### src/rtl/core/shfc_pkg.sv
`default_nettype none

package shfc_pkg;

	localparam int unsigned SYNC_RUN           = 6;
	localparam int unsigned DATA_FRAME_LEN     = 1248;
	localparam int unsigned POSITION_FRAME_LEN = 554;

	localparam int unsigned OFF_W = 11;
	localparam int unsigned ST_W  = 3;

	// header check points
	localparam logic [OFF_W-1:0] DATA_MARK_OFF  = 11'd42;
	localparam logic [OFF_W-1:0] KIND_CHECK_OFF = 11'd43;
	localparam logic [OFF_W-1:0] DATA_HEAD_END  = 11'd43;
	localparam logic [OFF_W-1:0] POS_HEAD_END   = 11'd253;
	localparam logic [OFF_W-1:0] TAG_FIRST_OFF  = 11'd248;
	localparam logic [OFF_W-1:0] TAG_LAST_OFF   = 11'd253;

	localparam logic [7:0] SYNC_BYTE  = 8'hFF;
	localparam logic [7:0] DATA_MARK  = 8'hFF;
	localparam logic [7:0] DATA_TYPE  = 8'hEE;
	localparam logic [7:0] POS_TYPE   = 8'h00;

	// frame kinds
	localparam logic KIND_DATA = 1'b0;
	localparam logic KIND_POS  = 1'b1;

	// result status codes
	localparam logic [ST_W-1:0] ST_TENT = 3'd0;
	localparam logic [ST_W-1:0] ST_CONF = 3'd1;
	localparam logic [ST_W-1:0] ST_REJ  = 3'd2;
	localparam logic [ST_W-1:0] ST_BODY = 3'd3;
	localparam logic [ST_W-1:0] ST_LAST = 3'd4;
	localparam logic [ST_W-1:0] ST_END  = 3'd5;

	// register index
	localparam logic REG_PACKET_KIND = 1'b0;

	localparam int unsigned QUEUE_DEPTH = 4;
	localparam int unsigned QPTR_W      = $clog2(QUEUE_DEPTH);

	typedef struct packed {
		logic [ST_W-1:0]  status;
		logic [OFF_W-1:0] offset;
		logic [7:0]       frame_byte;
	} result_t;

	// "$GPRMC", indexed from the first tag offset
	function automatic logic [7:0] gprmc_char(input logic [2:0] idx);
		logic [7:0] c;
		case (idx)
			3'd0: c = 8'h24;
			3'd1: c = 8'h47;
			3'd2: c = 8'h50;
			3'd3: c = 8'h52;
			3'd4: c = 8'h4D;
			3'd5: c = 8'h43;
			default: c = 8'h00;
		endcase
		return c;
	endfunction

endpackage

`default_nettype wire

### src/rtl/core/shfc_front.sv
`default_nettype none

module shfc_front (
	input  wire logic             clk,
	input  wire logic             arst_n,
	input  wire logic             accept,
	input  wire logic [7:0]       stream_byte,
	input  wire logic             stream_end,
	input  wire logic             packet_kind,
	output logic                  push,
	output shfc_pkg::result_t     item
);
	import shfc_pkg::*;

	typedef enum logic [1:0] {
		PH_HUNT,
		PH_HEAD,
		PH_BODY,
		PH_SKIP
	} phase_t;

	phase_t           phase_q, phase_d;
	logic [2:0]       sync_run_q, sync_run_d;
	logic [OFF_W-1:0] frame_offset_q, frame_offset_d;
	logic             check_failed_q, check_failed_d;

	logic [OFF_W-1:0] head_end;
	logic [OFF_W:0]   frame_len;
	logic [OFF_W:0]   off_next_w;
	logic [OFF_W-1:0] tag_idx;
	logic [2:0]       run_inc;
	logic             fails;
	logic             emit;

	assign head_end   = (packet_kind == KIND_DATA) ? DATA_HEAD_END : POS_HEAD_END;
	assign frame_len  = (packet_kind == KIND_DATA) ? (OFF_W+1)'(DATA_FRAME_LEN)
	                                               : (OFF_W+1)'(POSITION_FRAME_LEN);
	assign off_next_w = {1'b0, frame_offset_q} + (OFF_W+1)'(1);
	assign tag_idx    = frame_offset_q - TAG_FIRST_OFF;
	assign run_inc    = sync_run_q + 3'd1;

	always_comb begin
		fails = 1'b0;
		if (packet_kind == KIND_DATA) begin
			if (frame_offset_q == DATA_MARK_OFF)
				fails = (stream_byte != DATA_MARK);
			else if (frame_offset_q == KIND_CHECK_OFF)
				fails = (stream_byte != DATA_TYPE);
		end else begin
			if (frame_offset_q == KIND_CHECK_OFF)
				fails = (stream_byte != POS_TYPE);
			else if (frame_offset_q inside {[TAG_FIRST_OFF:TAG_LAST_OFF]})
				fails = (stream_byte != gprmc_char(tag_idx[2:0]));
		end
	end

	always_comb begin
		phase_d        = phase_q;
		sync_run_d     = sync_run_q;
		frame_offset_d = frame_offset_q;
		check_failed_d = check_failed_q;
		emit           = 1'b0;
		item.frame_byte = stream_byte;
		item.offset     = frame_offset_q;
		item.status     = ST_TENT;
		if (stream_end) begin
			phase_d        = PH_HUNT;
			sync_run_d     = '0;
			frame_offset_d = '0;
			check_failed_d = 1'b0;
			emit           = 1'b1;
			item.frame_byte = '0;
			item.offset     = '0;
			item.status     = ST_END;
		end else begin
			case (phase_q)
				PH_HUNT: begin
					if (stream_byte == SYNC_BYTE) begin
						sync_run_d = run_inc;
						if (run_inc >= 3'(SYNC_RUN)) begin
							phase_d        = PH_HEAD;
							frame_offset_d = OFF_W'(SYNC_RUN);
							check_failed_d = 1'b0;
						end
					end else begin
						sync_run_d = '0;
					end
				end
				PH_HEAD: begin
					emit = 1'b1;
					if (fails)
						check_failed_d = 1'b1;
					if (frame_offset_q >= head_end) begin
						if (check_failed_q || fails) begin
							// rejected: full clear, hunt starts fresh
							item.status    = ST_REJ;
							phase_d        = PH_HUNT;
							sync_run_d     = '0;
							frame_offset_d = '0;
							check_failed_d = 1'b0;
						end else begin
							item.status    = ST_CONF;
							phase_d        = PH_BODY;
							frame_offset_d = off_next_w[OFF_W-1:0];
						end
					end else begin
						item.status    = ST_TENT;
						frame_offset_d = off_next_w[OFF_W-1:0];
					end
				end
				PH_BODY: begin
					emit = 1'b1;
					if (off_next_w >= frame_len) begin
						item.status    = ST_LAST;
						phase_d        = PH_SKIP;
						frame_offset_d = '0;
						sync_run_d     = '0;
					end else begin
						item.status    = ST_BODY;
						frame_offset_d = off_next_w[OFF_W-1:0];
					end
				end
				default: begin
					// byte after a finished frame is dropped
					phase_d        = PH_HUNT;
					sync_run_d     = '0;
					frame_offset_d = '0;
					check_failed_d = 1'b0;
				end
			endcase
		end
	end

	assign push = accept && emit;

	always_ff @(posedge clk or negedge arst_n) begin
		if (!arst_n) begin
			phase_q        <= PH_HUNT;
			sync_run_q     <= '0;
			frame_offset_q <= '0;
			check_failed_q <= 1'b0;
		end else if (accept) begin
			phase_q        <= phase_d;
			sync_run_q     <= sync_run_d;
			frame_offset_q <= frame_offset_d;
			check_failed_q <= check_failed_d;
		end
	end

endmodule

`default_nettype wire

### src/rtl/core/shfc_queue.sv
`default_nettype none

module shfc_queue (
	input  wire logic              clk,
	input  wire logic              arst_n,
	input  wire logic              push,
	input  wire shfc_pkg::result_t push_item,
	input  wire logic              pop,
	output logic                   full,
	output logic                   not_empty,
	output shfc_pkg::result_t      head_item
);
	import shfc_pkg::*;

	result_t           entry_q [QUEUE_DEPTH];
	logic [QPTR_W-1:0] wr_ptr_q, rd_ptr_q;
	logic [QPTR_W:0]   count_q;

	assign full      = (count_q == (QPTR_W+1)'(QUEUE_DEPTH));
	assign not_empty = (count_q != '0);
	assign head_item = entry_q[rd_ptr_q];

	always_ff @(posedge clk) begin
		if (push)
			entry_q[wr_ptr_q] <= push_item;
	end

	always_ff @(posedge clk or negedge arst_n) begin
		if (!arst_n) begin
			wr_ptr_q <= '0;
			rd_ptr_q <= '0;
			count_q  <= '0;
		end else begin
			if (push)
				wr_ptr_q <= wr_ptr_q + QPTR_W'(1);
			if (pop)
				rd_ptr_q <= rd_ptr_q + QPTR_W'(1);
			if (push && !pop)
				count_q <= count_q + (QPTR_W+1)'(1);
			else if (pop && !push)
				count_q <= count_q - (QPTR_W+1)'(1);
		end
	end

endmodule

`default_nettype wire

### src/rtl/core/shfc_back.sv
`default_nettype none

module shfc_back (
	input  wire logic              clk,
	input  wire logic              arst_n,
	input  wire logic              q_valid,
	input  wire shfc_pkg::result_t q_item,
	output logic                   q_pop,
	output logic                   out_valid,
	input  wire logic              out_ready,
	output shfc_pkg::result_t      out_item
);
	import shfc_pkg::*;

	logic    valid_q;
	result_t item_q;

	// refill whenever the output word is empty or leaving
	assign q_pop     = q_valid && (!valid_q || out_ready);
	assign out_valid = valid_q;
	assign out_item  = item_q;

	always_ff @(posedge clk) begin
		if (q_pop)
			item_q <= q_item;
	end

	always_ff @(posedge clk or negedge arst_n) begin
		if (!arst_n)
			valid_q <= 1'b0;
		else if (q_pop)
			valid_q <= 1'b1;
		else if (out_ready)
			valid_q <= 1'b0;
	end

endmodule

`default_nettype wire

### src/rtl/core/sync_hunt_frame_capture.sv
`default_nettype none

// Channel   Dir  Handshake               Payload
// s_axis    in   tvalid/tready           tdata: stream_byte; tlast: stream_end
// m_axis    out  tvalid/tready           tdata: frame_byte, offset; tuser: status
// apb       in   psel/penable/pready     reg 0 packet_kind at byte address 0
//
// One byte a cycle sustained while the queue has room; the front FSM decides each
// byte in the cycle it is taken, and a result is written into the queue and from
// there into the output register.
// s_axis_tready drops only while the 4-word queue is full (output stalled).
// Reset (arst_n low) returns to hunting, empties queue and output stage and
// clears packet_kind to data frames.
// packet_kind should be written only while the block is idle.

module sync_hunt_frame_capture (
	input  wire logic        clk,
	input  wire logic        arst_n,
	// input stream
	input  wire logic        s_axis_tvalid,
	output logic             s_axis_tready,
	input  wire logic [7:0]  s_axis_tdata,   // [7:0] stream_byte
	input  wire logic        s_axis_tlast,   // stream_end
	// result stream
	output logic             m_axis_tvalid,
	input  wire logic        m_axis_tready,
	output logic [23:0]      m_axis_tdata,   // [7:0] frame_byte, [18:8] offset, rest zero
	output logic [2:0]       m_axis_tuser,   // [2:0] status
	// config port
	input  wire logic        psel,
	input  wire logic        penable,
	input  wire logic        pwrite,
	input  wire logic [2:0]  paddr,
	input  wire logic [31:0] pwdata,
	output logic [31:0]      prdata,
	output logic             pready
);
	import shfc_pkg::*;

	logic    packet_kind_q;
	logic    s_accept;
	logic    push;
	result_t push_item;
	logic    q_full;
	logic    q_not_empty;
	logic    q_pop;
	result_t head_item;
	result_t out_item;

	// --- config register ---
	assign pready = 1'b1;
	assign prdata = (paddr[2] == REG_PACKET_KIND) ? {31'b0, packet_kind_q} : 32'b0;

	always_ff @(posedge clk or negedge arst_n) begin
		if (!arst_n)
			packet_kind_q <= KIND_DATA;
		else if (psel && penable && pwrite && pready && (paddr[2] == REG_PACKET_KIND))
			packet_kind_q <= pwdata[0];
	end

	// --- front: hunt / classify ---
	assign s_axis_tready = !q_full;
	assign s_accept      = s_axis_tvalid && s_axis_tready;

	shfc_front u_front (
		.clk         (clk),
		.arst_n      (arst_n),
		.accept      (s_accept),
		.stream_byte (s_axis_tdata),
		.stream_end  (s_axis_tlast),
		.packet_kind (packet_kind_q),
		.push        (push),
		.item        (push_item)
	);

	// --- decoupling queue ---
	shfc_queue u_queue (
		.clk       (clk),
		.arst_n    (arst_n),
		.push      (push),
		.push_item (push_item),
		.pop       (q_pop),
		.full      (q_full),
		.not_empty (q_not_empty),
		.head_item (head_item)
	);

	// --- back: output word register ---
	shfc_back u_back (
		.clk       (clk),
		.arst_n    (arst_n),
		.q_valid   (q_not_empty),
		.q_item    (head_item),
		.q_pop     (q_pop),
		.out_valid (m_axis_tvalid),
		.out_ready (m_axis_tready),
		.out_item  (out_item)
	);

	assign m_axis_tdata = {5'b0, out_item.offset, out_item.frame_byte};
	assign m_axis_tuser = out_item.status;

	// --- checks ---
	a_no_push_full: assert property (@(posedge clk) disable iff (!arst_n)
		!(push && q_full))
		else $error("queue overrun");

	a_end_reported: assert property (@(posedge clk) disable iff (!arst_n)
		s_accept && s_axis_tlast |=> q_not_empty || m_axis_tvalid)
		else $error("end of stream word lost");

	a_end_word_zero: assert property (@(posedge clk) disable iff (!arst_n)
		m_axis_tvalid && (m_axis_tuser == ST_END) |-> (m_axis_tdata == 24'b0))
		else $error("end word carries data");

	a_pop_only_ready: assert property (@(posedge clk) disable iff (!arst_n)
		q_pop |-> q_not_empty && (!m_axis_tvalid || m_axis_tready))
		else $error("output word overwritten");

endmodule

`default_nettype wire
### config.mk
export PLATFORM = sky130hd
export DESIGN_NAME = sync_hunt_frame_capture
export DESIGN_NICKNAME = d
export VERILOG_FILES = /design/src/rtl/core/shfc_pkg.sv /design/src/rtl/core/shfc_front.sv /design/src/rtl/core/shfc_queue.sv /design/src/rtl/core/shfc_back.sv /design/src/rtl/core/sync_hunt_frame_capture.sv
export SDC_FILE = /design/constraint.sdc
export NUM_CORES = 1
export LEC_CHECK = 0
export BUFFER_PORTS_ARGS = -buffer_cell sky130_fd_sc_hd__buf_2
export CELL_PAD_IN_SITES_DETAIL_PLACEMENT = 0
export CELL_PAD_IN_SITES_GLOBAL_PLACEMENT = 2
export CORE_MARGIN = 8
export CORE_UTILIZATION = 35
export DETAILED_ROUTE_END_ITERATION = 8
export PLACE_DENSITY_LB_ADDON = 0.3
export SYNTH_ARGS = -nofsm -noshare
export SYNTH_HDL_FRONTEND = slang
export SYNTH_SLANG_ARGS = --single-unit
### constraint.sdc
create_clock -name clk -period 2.76 [get_ports clk]
set_input_delay 0.414 -clock clk [delete_from_list [all_inputs] [get_ports clk]]
set_output_delay 0.414 -clock clk [all_outputs]
set_load 0.005 [all_outputs]
==> results of run 1 <==
[timing repair]
item	in CTS	in global routing
setup buffers	5	3
pin swaps	19	12
hold buffers	0	0
gates resized for setup	33	17
setup endpoints to repair	24	28
[critical path: stages, from the launching register on]
cell       delay (ps)
dfrtp_2           410
buf_4             130
inv_2              40
ha_4              250
inv_2              40
ha_1              260
nand2_1            90
a31oi_2           110
o311a_4           350
a2111oi_4         380
nor2_2             90
o32ai_4           260
and2b_1           210
buf_6             130
a22o_1            130
[power groups by stage]
stage                     clock [mW]  combinational [mW]  sequential (mW)
final                           2.09                2.38             3.00
after global routing            2.25                2.63             3.06
after CTS                       2.15                2.39             3.02
after global placement             0                2.19             3.02
after floorplan                    0                1.41             3.04
after detailed placement           0                2.24             3.05
[cells by family (layout without fill, tap and decap cells)]
logic type               Yosys count  in the layout  synth area share [%]
XOR/XNOR                          15             15                  2.02
multiplexers                      25             25                  8.17
adder cells (fa/ha/maj)           28             28                  5.49
AND/OR/NAND/NOR                  115            115                  9.68
other                              2             37                 0.115
buffers and inverters             73            157                  6.57
flip-flops                       136            136                  60.7
AO/OA/AOI/OAI                     62             62                  7.24
[how the worst max path moves through the flow]
stage | cells after the start | endpoint | slack, ps | from
5_1_grt | 13 | u_front.frame_offset_q[7] | -320 | u_front.frame_offset_q[0]
3_5_place_dp | 13 | u_front.frame_offset_q[1] | -250 | u_front.frame_offset_q[0]
4_1_cts | 13 | u_front.frame_offset_q[10] | -210 | u_front.frame_offset_q[1]
3_3_place_gp | 13 | u_front.frame_offset_q[8] | -200 | u_front.frame_offset_q[0]
2_1_floorplan | 13 | u_front.frame_offset_q[4] | -10 | u_front.frame_offset_q[0]
6_report | 14 | u_front.frame_offset_q[10] | -190 | u_front.frame_offset_q[1]
[layer usage]
layer	GRT usage, %	up-vias
li1	-	1846
met1	13.8	1889
met2	19.6	83
met3	3.32	22
met4	5.62	0
met5	0	-
[area by class of cell]
class                           count  area [sq um]  share of cell area [%]
Clock buffer                       17           425                    5.28
Inverter                           22          85.1                    1.06
Clock inverter                     14           126                    1.57
Timing Repair Buffer              104           687                    8.53
Tap cell                          234           293                    3.63
Sequential cell                   136          3960                    49.1
Multi-Input combinational cell    282          2480                    30.8
[registers in the layout (all words and copies together) (netlist names)]
name,count
u_queue.entry_q,88
u_back.out_item,22
u_front.frame_offset_q,11
u_front.sync_run_q,3
u_queue.count_q,3
u_front.phase_q,2
u_queue.rd_ptr_q,2
u_queue.wr_ptr_q,2
packet_kind_q,1
u_back.out_valid,1
u_front.check_failed_q,1
[layout by cell type (no fill, tap or decap), types with 3 or more instances in the layout]
cell	Yosys	routed
a22o_1	7	7
ha_2	0	3
inv_6	0	3
inv_2	1	3
a21oi_2	0	3
nor3_1	5	5
o21ai_1	6	3
buf_4	38	59
mux4_2	22	22
buf_2	3	42
nor2b_1	15	14
xnor2_1	8	7
ha_1	27	21
clkinv_2	0	3
o21ai_2	0	5
nand2_2	0	3
and2_1	4	4
o21ai_0	11	9
and3_4	0	4
nand3_1	8	6
conb_1	2	37
clkinv_4	0	5
a21o_1	5	5
clkbuf_16	0	17
ha_4	0	3
inv_1	21	18
xor2_1	7	5
edfxtp_1	110	110
a21oi_1	11	8
nor2_1	23	22
dfrtp_1	26	24
nand2b_1	4	3
buf_6	1	3
nand2_1	29	26
==> results_dict.tcl, run 1 <==
set metrics [dict create \
    critPathRequiredTime_ps 3120 \
    rsz0062_at_grt "yes" \
    drt-total-wl_um 13000 \
    met1_length_um 5620 \
    p_int_mw 5.23 \
    fin_worst_skew_ps 14.2 \
    setup-violations-final 24 \
    ys_async_sr_fraction_pct 19.1 \
    core_sq_um 18500 \
    fin_tns_setup_ps -2950 \
    reg2reg_from "u_front.frame_offset_q[1]" \
    clockRootBuffer "clkbuf_16" \
    die_h_um 152 \
    antenna_cells 0 \
    vias 3840 \
    grt_antenna_before_repair 0 \
    status "finished with violations" \
    yosysWarnings 0 \
    dr.first_iter.drc_count 230 \
    power_mw 7.47 \
    avgViaCountPerCell 4.75 \
    htree_levels 4 \
    setup_slack_ps -192 \
    pwr_density_cell_nw_per_um2 928 \
    peakVddDrop_mv 0.558 \
    grt_start_max_net_pins 27 \
    yosys.area.top_type "edfxtp_1" \
    fill_cells 1682 \
    hold_path_class "in -> async" \
    yosys.area.top_type_share_pct 50.7 \
    maxSlewViolCount 0 \
    io_buffers 42 \
    synth_edf_count 110 \
    maxUsedRoutingLayer "met4" \
    firstDrtPassIters 4 \
    start_util_pct 35.3 \
    num_rows 50 \
    grt.total_usage_pct 11.8 \
    ys_seq_area_share_pct 60.7 \
    cts_tree "built" \
    switching_share_pct 30.0 \
    syn-instance-count 456 \
    clkPwrFrac_pct 27.9 \
    cp_max_fo 5 \
    nets 642 \
    worst_pin_slew_ps 649 \
    drv_cap 0 \
    drive_above_1_share_pct 36.9 \
    fin_cells 809 \
    clk_pin_slew_ps 60 \
    synth_cell_types 64 \
    fmax_mhz 339 \
    wl_met2_um 6590 \
    cts_buffers 17 \
    gp_congestion 0.809 \
    placedInstanceArea_sq_um 7230 \
    ys_ff_latch 136 \
    power_switching_mw 2.24 \
    synth_most_common_cell "edfxtp_1" \
    area_growth_pct 23.7 \
    syn_area_sq_um 6510 \
    crit_type "reg -> reg" \
    grt_pass1_vias 4199 \
    clockBufferDepth 2 \
    pre_cts_slack_ps -251 \
    grt_pass1_wl_um 21500 \
    worstSetupStartpointType "flip-flop" \
    avgRoutedWirePerCell_um 16.1 \
    dp_hpwl_um 9180 \
    hold_viol_final 0 \
    synth.area.top_cells "edfxtp_1 (51%), dfrtp_1 (10%), mux4_2 (7.6%), ha_1 (5.2%), buf_4 (4.4%)" \
    final_core_util_pct 43.7 \
    die_area_sq_um 23200 \
    p_leak_nw 3.23 \
    met3_length_um 515 \
    finalCriticalPeriod_ps 2950 \
    clk_latency_ps 420 \
    overflow 0 \
    seqPwrFrac_pct 40.2 \
    cts_sinks 136 \
    ant_nets 0 \
    route.detailed.drc 0 \
    worst_hold_slack_ps 18.9 \
    final_cell_area_sq_um 8060 \
    ioPinCount 113 \
    synth.avg_cell_area_sq_um 14.3 \
    violations "setup timing" \
    dieWidth_um 152 \
    r2r_setup_slack_ps -190 \
    combPwrFrac_pct 31.9 \
    relSlewSlack_pct 56.7 \
    synth_ff_type "edfxtp_1" \
    timing.final.crit_share_pct 107 \
    yosys-top-cells-count "edfxtp_1 (110), buf_4 (38), nand2_1 (29)" \
    reg2reg_to "u_front.frame_offset_q[10]" \
    worstPathArrival_ps 3310 \
    place_inst 771 \
    ff2ff_path_depth 14 \
    critPathCaptureType "flip-flop" \
]
(Power assumes the default switching activity.)
==> run 2, diff against run 1 <==
CORE_MARGIN = 10   (was 8)
TNS_END_PERCENT = 5   (was default)
clock period = 3.73 ns   (was 2.76 ns; I/O delays follow)
==> run 2 against run 1 <==
Critical path depth is 2 lower. Highest routed layer unchanged. Largest power group unchanged. Sequential cell count unchanged. Critical endpoint is now u_front.frame_offset_q[4]. First-iteration DRC count is 9.1% higher. Critical path type unchanged. The flow now finishes without violations.
==> results_dict.tcl, run 2 (synthesized netlist as in run 1, its figures left out) <==
set metrics [dict create \
    status "completed" \
    drv_cap 0 \
    grt_pass1_wl_um 20800 \
    ant_nets 0 \
    cts_tree "built" \
    cpMaxStageDelayCell "dfrtp_1" \
    cts_buffers 17 \
    top_register "u_queue.entry_q" \
    drive_above_1_share_pct 23.7 \
    critPathRequiredTime_ps 4080 \
    dr.first_iter.drc_count 251 \
    firstDrtPassIters 4 \
    hold_viol_final 0 \
    grt_start_max_net_pins 27 \
    fin_tns_setup_ps 0 \
    reg2reg_to "u_front.frame_offset_q[4]" \
    crit_type "reg -> reg" \
    final_cell_area_sq_um 7480 \
    gp_congestion 0.800 \
    grt.total_usage_pct 10.9 \
    final_common_cell "edfxtp_1" \
    clockBufferDepth 2 \
    r2r_setup_slack_ps 360 \
    ioPinCount 113 \
    maxSlewViolCount 0 \
    fin_cells 756 \
    critPathCaptureType "flip-flop" \
    antenna_cells 0 \
    setup-violations-final 0 \
    core_sq_um 18100 \
    endpoint "u_front.frame_offset_q[4]" \
    cp_num_cells 12 \
    cts_sinks 136 \
    htree_levels 4 \
    p_leak_nw 2.97 \
    dp_hpwl_um 8870 \
    avgViaCountPerCell 4.84 \
    avgRoutedWirePerCell_um 16.9 \
    ctsHoldBuffers 0 \
    finalCriticalPeriod_ps 3370 \
    crit_start "u_front.frame_offset_q[0]" \
    route.detailed.drc 0 \
    reg2reg_from "u_front.frame_offset_q[0]" \
    path_cells "and3_1 > nand3_2 > nor2_1 > xor2_1 > ha_1 > a211oi_1 > nand3_1 > a2111oi_4 > nor2_2 > o32ai_4 > and2b_2 > a22o_1" \
    dieWidth_um 156 \
    place_inst 724 \
    nets 593 \
    placedInstanceArea_sq_um 6900 \
    fin_worst_skew_ps 9.59 \
    vias 3656 \
    io_buffers 42 \
    die_h_um 156 \
    grt_antenna_before_repair 0 \
    worstPathArrival_ps 3720 \
    pwr_density_cell_nw_per_um2 710 \
    clk_latency_ps 420 \
    peakVddDrop_mv 0.282 \
    timing.final.crit_share_pct 90.4 \
    grt_pass1_vias 3902 \
    largest_register_ffs 88 \
    relSlewSlack_pct 26.5 \
    num_rows 49 \
    die_area_sq_um 24500 \
    fmax_mhz 297 \
    start_util_pct 35.9 \
    cp_top_family "simple AND/OR/NAND/NOR gates" \
    clk_pin_slew_ps 60 \
    area_growth_pct 14.9 \
    clockRootBuffer "clkbuf_16" \
    hold_path_class "in -> async" \
    cp_num_buf_inv 0 \
    overflow 0 \
    worst_pin_slew_ps 1100 \
    cp_slowest_stage_delay_ps 480 \
    mostFrequentLayoutCells "edfxtp_1 (110), buf_2 (42), conb_1 (37)" \
    drt-total-wl_um 12800 \
    rsz0062_at_grt "no" \
    ff2ff_path_depth 12 \
    cp_max_fo 8 \
    worstSetupStartpointType "flip-flop" \
]
-- run 2: timing repair --
item                       4_1_cts  5_1_grt
buffers inserted                 0        0
setup endpoints to repair        0        6
resized for setup                0        3
-- run 2: final cells by class --
class / count / area [sq um]
clock buffer: 18 / 429
multi-input combinational: 282 / 2270
inverter: 22 / 82.6
sequential: 136 / 3950
timing repair buffer: 55 / 308
tap: 229 / 287
fill: 1671 / 10700
clock inverter: 14 / 146
-- run 2: worst min path at each step --
stage / end / from
floorplan: packet_kind_q / arst_n
global placement: u_queue.count_q[2] / u_queue.count_q[2]
detailed placement: u_queue.count_q[2] / u_queue.count_q[2]
CTS: u_queue.wr_ptr_q[0] / arst_n
global route: u_queue.count_q[2] / arst_n
finish: u_back.out_valid / arst_n
-- run 2: power by group --
part	internal, mW	leakage, nW	switching [mW]
Sequential	2.09	1.38	0.199
Clock	0.986	0.277	0.627
Combinational	0.655	1.31	0.749
Total	3.74	2.97	1.57
-- run 2: metal layers --
metal | global-route usage (%) | routed length [um] | vias to the layer above
li1 | - | - | 1751
met1 | 13.2 | 5730 | 1818
met2 | 17.8 | 6230 | 76
met3 | 3.51 | 649 | 11
met4 | 4.00 | 159 | 0
met5 | 0 | 0 | -
-- run 2: metrics by stage --
step                setup WS [ps]  hold slack, ps  utilization (%)  power (mW)
CTS                           224             193             41.2        5.39
global route                 44.5             230             41.2        5.65
finish                        360             176             41.2        5.31
detailed placement            255             501             38.0        3.76
floorplan                     690             264                -        3.29
global placement              261             489             38.0        3.73
==> run 3, diff against run 2 <==
PLACE_DENSITY_LB_ADDON = 0.05   (was 0.3)
REMOVE_ABC_BUFFERS = 1   (was default)
==> run 3 against run 2 <==
Core utilization is 0.47 points higher. Critical path depth is 2 lower. Worst setup slack better by 38 ps. Global-route usage is 1.2 points higher. First-iteration DRC count is 16% lower. Highest routed layer unchanged.
==> results_dict.tcl, run 3 (synthesized netlist as in run 1, its figures left out) <==
set metrics [dict create \
    p_leak_nw 3.02 \
    io_buffers 42 \
    antenna_cells 0 \
    clk_pin_slew_ps 60 \
    cp_num_buf_inv 1 \
    relSlewSlack_pct 31.8 \
    grt_antenna_before_repair 0 \
    dieWidth_um 156 \
    ant_nets 0 \
    cts_resized 0 \
    cpMaxStageDelayCell "o41ai_2" \
    critPathRequiredTime_ps 4080 \
    cp_max_fo 8 \
    cp_top_family "compound AO/OA/AOI/OAI gates" \
    vias 3665 \
    rsz0062_at_grt "no" \
    grt_pass1_vias 4017 \
    p_int_mw 3.89 \
    die_h_um 156 \
    clockRootBuffer "clkbuf_16" \
    start_util_pct 35.9 \
    htree_levels 4 \
    setup-violations-final 0 \
    pwr_density_cell_nw_per_um2 729 \
    grt.total_usage_pct 12.1 \
    top_register "u_queue.entry_q" \
    gp_congestion 0.740 \
    mostFrequentLayoutCells "edfxtp_1 (110), buf_2 (42), conb_1 (37)" \
    worst_pin_slew_ps 1020 \
    seqPwrFrac_pct 41.2 \
    maxSlewViolCount 0 \
    drive_above_1_share_pct 23.7 \
    fmax_mhz 300 \
    area_growth_pct 16.2 \
    hold_path_class "in -> async" \
    route.detailed.drc 0 \
    drt-total-wl_um 14100 \
    ioPinCount 113 \
    avgViaCountPerCell 4.82 \
    die_area_sq_um 24500 \
    grt_start_max_net_pins 27 \
    status "completed" \
    num_rows 49 \
    path_cells "ha_1 > buf_4 > ha_1 > or3_1 > a211o_1 > o41ai_2 > a21boi_2 > o32ai_4 > and2b_1 > a22o_1" \
    largest_register_ffs 88 \
    cts_setup_buffers 0 \
    cts_tree "built" \
    peakVddDrop_mv 0.301 \
    final_common_cell "edfxtp_1" \
    fin_worst_skew_ps 9.96 \
    drv_cap 0 \
    hold_viol_final 0 \
    clkPwrFrac_pct 32.6 \
    nets 597 \
    crit_top_cell "ha_1" \
    worstPathArrival_ps 3680 \
    crit_type "reg -> reg" \
    fin_tns_setup_ps 0 \
    core_sq_um 18100 \
    avgRoutedWirePerCell_um 18.6 \
    cts_sinks 136 \
    dp_hpwl_um 9860 \
    cp_slowest_stage_delay_ps 600 \
    grt_pass1_wl_um 22500 \
    power_switching_mw 1.63 \
    combPwrFrac_pct 26.1 \
    cts_buffers 17 \
    firstDrtPassIters 4 \
    dr.first_iter.drc_count 211 \
    clk_latency_ps 410 \
    finalCriticalPeriod_ps 3330 \
    worstSetupStartpointType "flip-flop" \
    timing.final.crit_share_pct 89.3 \
    ctsHoldBuffers 0 \
    overflow 0 \
    critPathCaptureType "flip-flop" \
    switching_share_pct 29.6 \
    power_mw 5.52 \
    clockBufferDepth 2 \
]
-- run 3: power by group through the flow --
stage / clock network [mW] / logic (mW) / registers [mW]
after floorplan: 0 / 0.885 / 2.34
after global placement: 0 / 1.47 / 2.30
after detailed placement: 0 / 1.49 / 2.31
after CTS: 1.85 / 1.49 / 2.28
after global routing: 1.91 / 1.62 / 2.33
final: 1.80 / 1.44 / 2.28
-- run 3: routing by layer --
metal / wire length [um] / track usage [%]
met2: 6660 / 19.4
met1: 6830 / 15.7
met3: 474 / 3.18
met5: 0 / 0
met4: 141 / 3.64
-- run 3: through the flow --
step / hold slack (ps) / instances / utilization (%) / setup WS [ps] / instance area (sq um)
after global routing: 249 / 760 / 41.7 / 80.7 / 7570
after global placement: 491 / 728 / 38.2 / 375 / 6930
after detailed placement: 497 / 728 / 38.2 / 414 / 6930
final: 199 / 760 / 41.7 / 397 / 7570
after CTS: 213 / 760 / 41.7 / 379 / 7570
after floorplan: 264 / 440 / - / 639 / 6300
-- run 3: layout make-up --
type,instances,area (sq um)
clock buffer,17,425
clock inverter,15,214
fill,1707,10600
inverter,22,82.6
multi-input combinational,282,2270
sequential,136,3950
tap,229,287
timing repair buffer,59,338
-- run 3: worst paths after layout --
| check | cells after the start | slack [ps] | from | endpoint |
|---|---|---|---|---|
| min in group clk | 3 | 350 | pwdata[0] | packet_kind_q |
| worst min-delay path | 1 | 200 | arst_n | u_front.sync_run_q[0] |
| max in group asynchronous | 1 | 3060 | arst_n | u_front.frame_offset_q[5] |
| worst max-delay path | 10 | 400 | u_front.frame_offset_q[0] | u_front.frame_offset_q[4] |
| worst min register to register | 1 | 510 | u_queue.count_q[2] | u_queue.count_q[2] |
| worst max register to register | 10 | 400 | u_front.frame_offset_q[0] | u_front.frame_offset_q[4] |
